$ cat src/rtl/rational_arithmetic_unit_defines.svh
// Assertion helpers for the rational arithmetic unit
`ifndef RATIONAL_ARITHMETIC_UNIT_DEFINES_SVH
`define RATIONAL_ARITHMETIC_UNIT_DEFINES_SVH
`define RAU_ASSERT_IMPL(label, clk, rst, ante, cons, msg) \
   label: assert property (@(posedge clk) disable iff (rst) (ante) |-> (cons)) \
      else $error(msg);
`define RAU_ASSERT_NEXT(label, clk, rst, ante, cons, msg) \
   label: assert property (@(posedge clk) disable iff (rst) (ante) |=> (cons)) \
      else $error(msg);
`endif

$ cat src/rtl/rau_pkg.sv
`timescale 1ns / 1ps
package rau_pkg;
   localparam int WIDTH = 32;
   localparam int MAGW = 2 * WIDTH + 1;
   localparam int QDEPTH = 2;

   typedef enum logic [2:0] {
      OP_ADD = 3'd0, OP_SUB = 3'd1, OP_MUL = 3'd2, OP_DIV = 3'd3,
      OP_NEG = 3'd4, OP_INC = 3'd5, OP_CMP = 3'd6, OP_NORM = 3'd7
   } op_type;

   typedef enum logic [1:0] {
      ST_OK = 2'd0, ST_ZERO = 2'd1, ST_OVF = 2'd2
   } status_type;

   // classified job handed from front to back
   typedef struct packed {
      op_type              op;
      logic                err;
      logic                a_neg;
      logic [WIDTH-1:0]    a_mag;
      logic [WIDTH-1:0]    b_mag;
      logic                c_neg;
      logic [WIDTH-1:0]    c_mag;
      logic [WIDTH-1:0]    d_mag;
   } job_type;

   typedef struct packed {
      logic [31:0] num;
      logic [30:0] den;
      logic        lt;
      logic        eq;
      logic        gt;
      status_type  status;
   } rsp_type;

   typedef enum logic [3:0] {
      S_IDLE, S_MUL1, S_MUL2, S_COMB, S_GCD, S_DIVN, S_DIVD, S_CHECK, S_OUT
   } state_type;
endpackage

$ cat src/rtl/rau_front.sv
`timescale 1ns / 1ps
module rau_front (
   input  logic                clock,
   input  logic                reset,
   input  logic                push,
   output logic                full,
   input  logic [2:0]          action,
   input  logic [31:0]         lhs_num,
   input  logic [31:0]         lhs_den,
   input  logic [31:0]         rhs_num,
   input  logic [31:0]         rhs_den,
   output logic                job_valid,
   input  logic                job_take,
   output rau_pkg::job_type    job
);
   import rau_pkg::*;

   job_type             q_ff [QDEPTH];
   job_type             q_in;
   logic                wptr_ff, rptr_ff;
   logic [1:0]          cnt_ff;
   logic                wr, rd;
   logic [WIDTH-1:0]    ra, rb, rc, rdn;
   logic [WIDTH-1:0]    ma, mb, mc, md;
   logic                na, nb, nc, nd, uses_rhs;

   always_comb begin
      ra  = lhs_num[WIDTH-1:0];
      rb  = lhs_den[WIDTH-1:0];
      rc  = rhs_num[WIDTH-1:0];
      rdn = rhs_den[WIDTH-1:0];
      na = ra[WIDTH-1];  nb = rb[WIDTH-1];
      nc = rc[WIDTH-1];  nd = rdn[WIDTH-1];
      // magnitude of most negative value wraps to itself as unsigned: correct
      ma = na ? (~ra + 1'b1) : ra;
      mb = nb ? (~rb + 1'b1) : rb;
      mc = nc ? (~rc + 1'b1) : rc;
      md = nd ? (~rdn + 1'b1) : rdn;
      uses_rhs = (action[2] == 1'b0) || (op_type'(action) == OP_CMP);
      q_in.op    = op_type'(action);
      q_in.err   = (mb == '0) || (uses_rhs && md == '0)
                 || (op_type'(action) == OP_DIV && mc == '0);
      q_in.a_neg = (na ^ nb) && (ma != '0);
      q_in.a_mag = ma;
      q_in.b_mag = mb;
      q_in.c_neg = (nc ^ nd) && (mc != '0);
      q_in.c_mag = mc;
      q_in.d_mag = md;
   end

   assign full      = (cnt_ff == 2'(QDEPTH));
   assign job_valid = (cnt_ff != 2'd0);
   assign wr  = push && !full;
   assign rd  = job_take && job_valid;
   assign job = q_ff[rptr_ff];

   always_ff @(posedge clock) begin
      if (wr) q_ff[wptr_ff] <= q_in;
      if (reset) begin
         wptr_ff <= 1'b0;
         rptr_ff <= 1'b0;
         cnt_ff  <= 2'd0;
      end else begin
         if (wr) wptr_ff <= ~wptr_ff;
         if (rd) rptr_ff <= ~rptr_ff;
         cnt_ff <= cnt_ff + 2'(wr) - 2'(rd);
      end
   end
endmodule

$ cat config.mk
export PLATFORM = sky130hd
export DESIGN_NAME = rau_front
export DESIGN_NICKNAME = d
export VERILOG_FILES = /design/src/rtl/rational_arithmetic_unit_defines.svh /design/src/rtl/rau_pkg.sv /design/src/rtl/rau_front.sv
export SDC_FILE = /design/constraint.sdc
export NUM_CORES = 1
export LEC_CHECK = 0
export ABC_AREA = 1
export BUFFER_PORTS_ARGS = -buffer_cell sky130_fd_sc_hd__buf_2
export CORE_MARGIN = 2
export CORE_UTILIZATION = 43
export DETAILED_ROUTE_END_ITERATION = 10
export HOLD_SLACK_MARGIN = 0.08
export PLACE_DENSITY = 0.61
export SYNTH_ARGS = -nofsm -noshare
export SYNTH_HDL_FRONTEND = slang
export SYNTH_SLANG_ARGS = --single-unit
$ cat constraint.sdc
create_clock -name clock -period 16.5 [get_ports clock]
set_clock_uncertainty 0.2 [all_clocks]
set_input_delay 2.475 -clock clock [delete_from_list [all_inputs] [get_ports clock]]
set_output_delay 2.475 -clock clock [all_outputs]
set_load 0.01 [all_outputs]
==> results.yml <==
setup_path:
  crit_arrival_ps: 2990
  slowest_stage: "dfxtp_4"
  startpoint_type: "flip-flop"
  required_ps: 13820
  cp_max_fo: 71
  crit_chain: "buf_4, mux2_2, buf_2"
  critPathKind: "reg2out"
  critPathTopFamily: "buffers and inverters"
  max_stage_delay_ps: 950
  end_kind: "primary output"
  rrSetupSlack_ps: 13710
  crit_buf_inv: 2
floorplan:
  die_w_um: 190
  rows: 68
  ios: 271
  start_util: 0.433
  dieHeight_um: 190
  core_region_area_um2: 34300
  fp.dieArea_um2: 36100
outcome:
  status: "finished clean"
yosys:
  ys_warn_count: 0
  ys_seq_elements: 273
  netlist-cell-type-count: 38
  synth_area_per_cell_um2: 9.48
  syn-num-nets: 1708
  syn-cell-area_um2: 14900
  synth-edff-count: 268
  syn_inst: 1567
  ys_seq_area_frac: 0.548
  ys_dominant_reg_cell: "edfxtp_1"
  async_flop_share: 0
drt:
  drc: 0
  drt-pass1-iter-count: 5
  drt_first_iter_violations: 872
  wirelength_um: 37800
  vias: 11600
  wl_per_cell_um: 16.3
  ant_nets: 0
  vias_per_cell: 5.00
clocking:
  clock_path_buffers: 3
  clkTransAtPathRegs_ps: 60
  cts_made_buffers: 29
  clock_latency_ps: 550
  clock-root-buffer: "clkbuf_16"
  cts_resized: 0
  cts_sinks: 273
  post_cts_buffers: 0
  cts_tree: "yes"
  cts_max_level: 1
  hold_buffers: 0
timing:
  tns_ps: 0
  slew_headroom: 0.375
  rsz0062_at_grt: "no"
  drv_slew: 0
  fmax_ghz: 0.177
  post-route-period-util: 0.343
  min_period_ps: 5660
  setup_viol: 0
  hold_viol: 0
  worst_slew_pin_slew_ps: 938
global_route:
  grt_pass1_vias: 11200
  grt_max_degree: 72
  grt_use_total: 0.207
  grt-ovfl-total: 0
  grt_pass1_wl_um: 58600
  antenna_found_initial: 2
power:
  leakage_nw: 7.56
  irDropWorstVdd_mv: 0.0923
  powerDensity_nw_per_um2: 121
cells_and_area:
  drive_above_1_share: 0.264
  final_cell_mix: "nand2_1 (406), buf_2 (270), edfxtp_1 (268)"
  mostFrequentLayoutCell: "nand2_1"
  finalNonFillerCells: 2318
  final_nets: 1982
  area_delta_synth_final_pct: 18.6
placement:
  place_inst: 2265
  place_congestion: 0.922
  dpl.hpwl_um: 28800
  io_buffers: 270
run:
  drv_cap: 0
min_path:
  hold_path_class: "reg2reg"
[cells by family (layout without fill, tap and decap cells)]
logic type                 after synthesis  in the layout  share of synthesized area
and+or+nand+nor                        826            826                      0.241
DFF                                    273            273                      0.548
buffers and inverters                  232            527                     0.0606
muxes                                  134            134                      0.102
AOI/OAI and AO/OA                       59             59                     0.0216
xor gates and xnor gates                37             37                     0.0218
adders and majority gates                6              6                    0.00505
other                                    0              1                          0
[state kept, by name (all words and copies together), names as in the netlist, named ones only]
signal   flops
cnt_ff       2
rptr_ff      1
wptr_ff      1
q_ff       268
[cells in the mapped netlist, types with 2 or more instances]
library cell,n,share of area
clkbuf_1,10,0.0025
dfxtp_1,5,0.0067
buf_2,21,0.0071
o211ai_1,4,0.0020
nand2_2,5,0.0021
ha_1,6,0.0051
nor2_2,14,0.0059
mux2_2,134,0.10
nor3_1,6,0.0020
xor2_1,28,0.017
nand2_1,406,0.10
nor3b_1,3,0.0015
nand3b_1,13,0.0066
nand4_1,35,0.015
nand3_2,4,0.0027
and3_1,2,0.00084
a21oi_1,7,0.0024
edfxtp_1,268,0.54
xnor2_1,9,0.0053
nor4_1,2,0.00084
o21ai_2,2,0.0012
o21ai_1,7,0.0024
inv_1,198,0.050
o21ai_0,36,0.012
or2_2,2,0.00084
nand3_1,127,0.043
nand3_4,2,0.0024
nor2_1,197,0.050
nor2_4,5,0.0038
[worst reg2reg max path, delay by kind of cell (launching register included)]
family                 cells  cell delay [ps]
buffers and inverters      1              800
AND/OR/NAND/NOR            1              640
flip-flops                 1              360
AO/OA/AOI/OAI              1              310
[area by class of cell]
class	instances	area, um2
clock buffer	33	741
sequential	273	8150
multi-input combinational	1062	5820
antenna	1	2.50
timing repair buffer	275	1390
clock inverter	19	195
tap	455	569
fill	3229	16700
inverter	200	751
[power by group]
group	internal [W]	leakage (nW)	switching (W)
Sequential	0.000900	2.56	0.0000482
Clock	0.000382	0.462	0.000258
Combinational	0.000228	4.54	0.000308
Total	0.00151	7.56	0.000614
[per-layer routing]
metal  wire (um)  share of wire  track usage  up-vias
met5           7        0.00019            0        -
met1       16300           0.43        0.274     5357
li1            -              -            -     5795
met3        2680          0.071       0.0378       57
met4         901          0.024       0.0507        2
met2       17900           0.47        0.352      378
[through the flow]
| stage | hold WS, ps | cell area, um2 | utilization | total power [W] | setup WS (ps) |
|---|---|---|---|---|---|
| after floorplan | 254 | 14900 | - | 0.00131 | 7420 |
| after global placement | 257 | 16700 | 0.487 | 0.00150 | 11370 |
| after detailed placement | 271 | 16700 | 0.487 | 0.00151 | 11360 |
| after CTS | 291 | 17600 | 0.514 | 0.00215 | 10760 |
| after global routing | 338 | 17600 | 0.514 | 0.00223 | 10610 |
| final | 291 | 17600 | 0.514 | 0.00212 | 10840 |
[worst paths after layout]
| check | start | to | depth (start not counted) |
|---|---|---|---|
| setup / recovery | flip-flop | job[132] | 3 |
| hold reg to reg | rptr_ff | flip-flop | 2 |
| hold / removal | rptr_ff | flip-flop | 2 |
| setup reg to reg | cnt_ff[0] | q_ff[0][6] | 3 |
No activity file was read; power rests on OpenSTA's default activity.
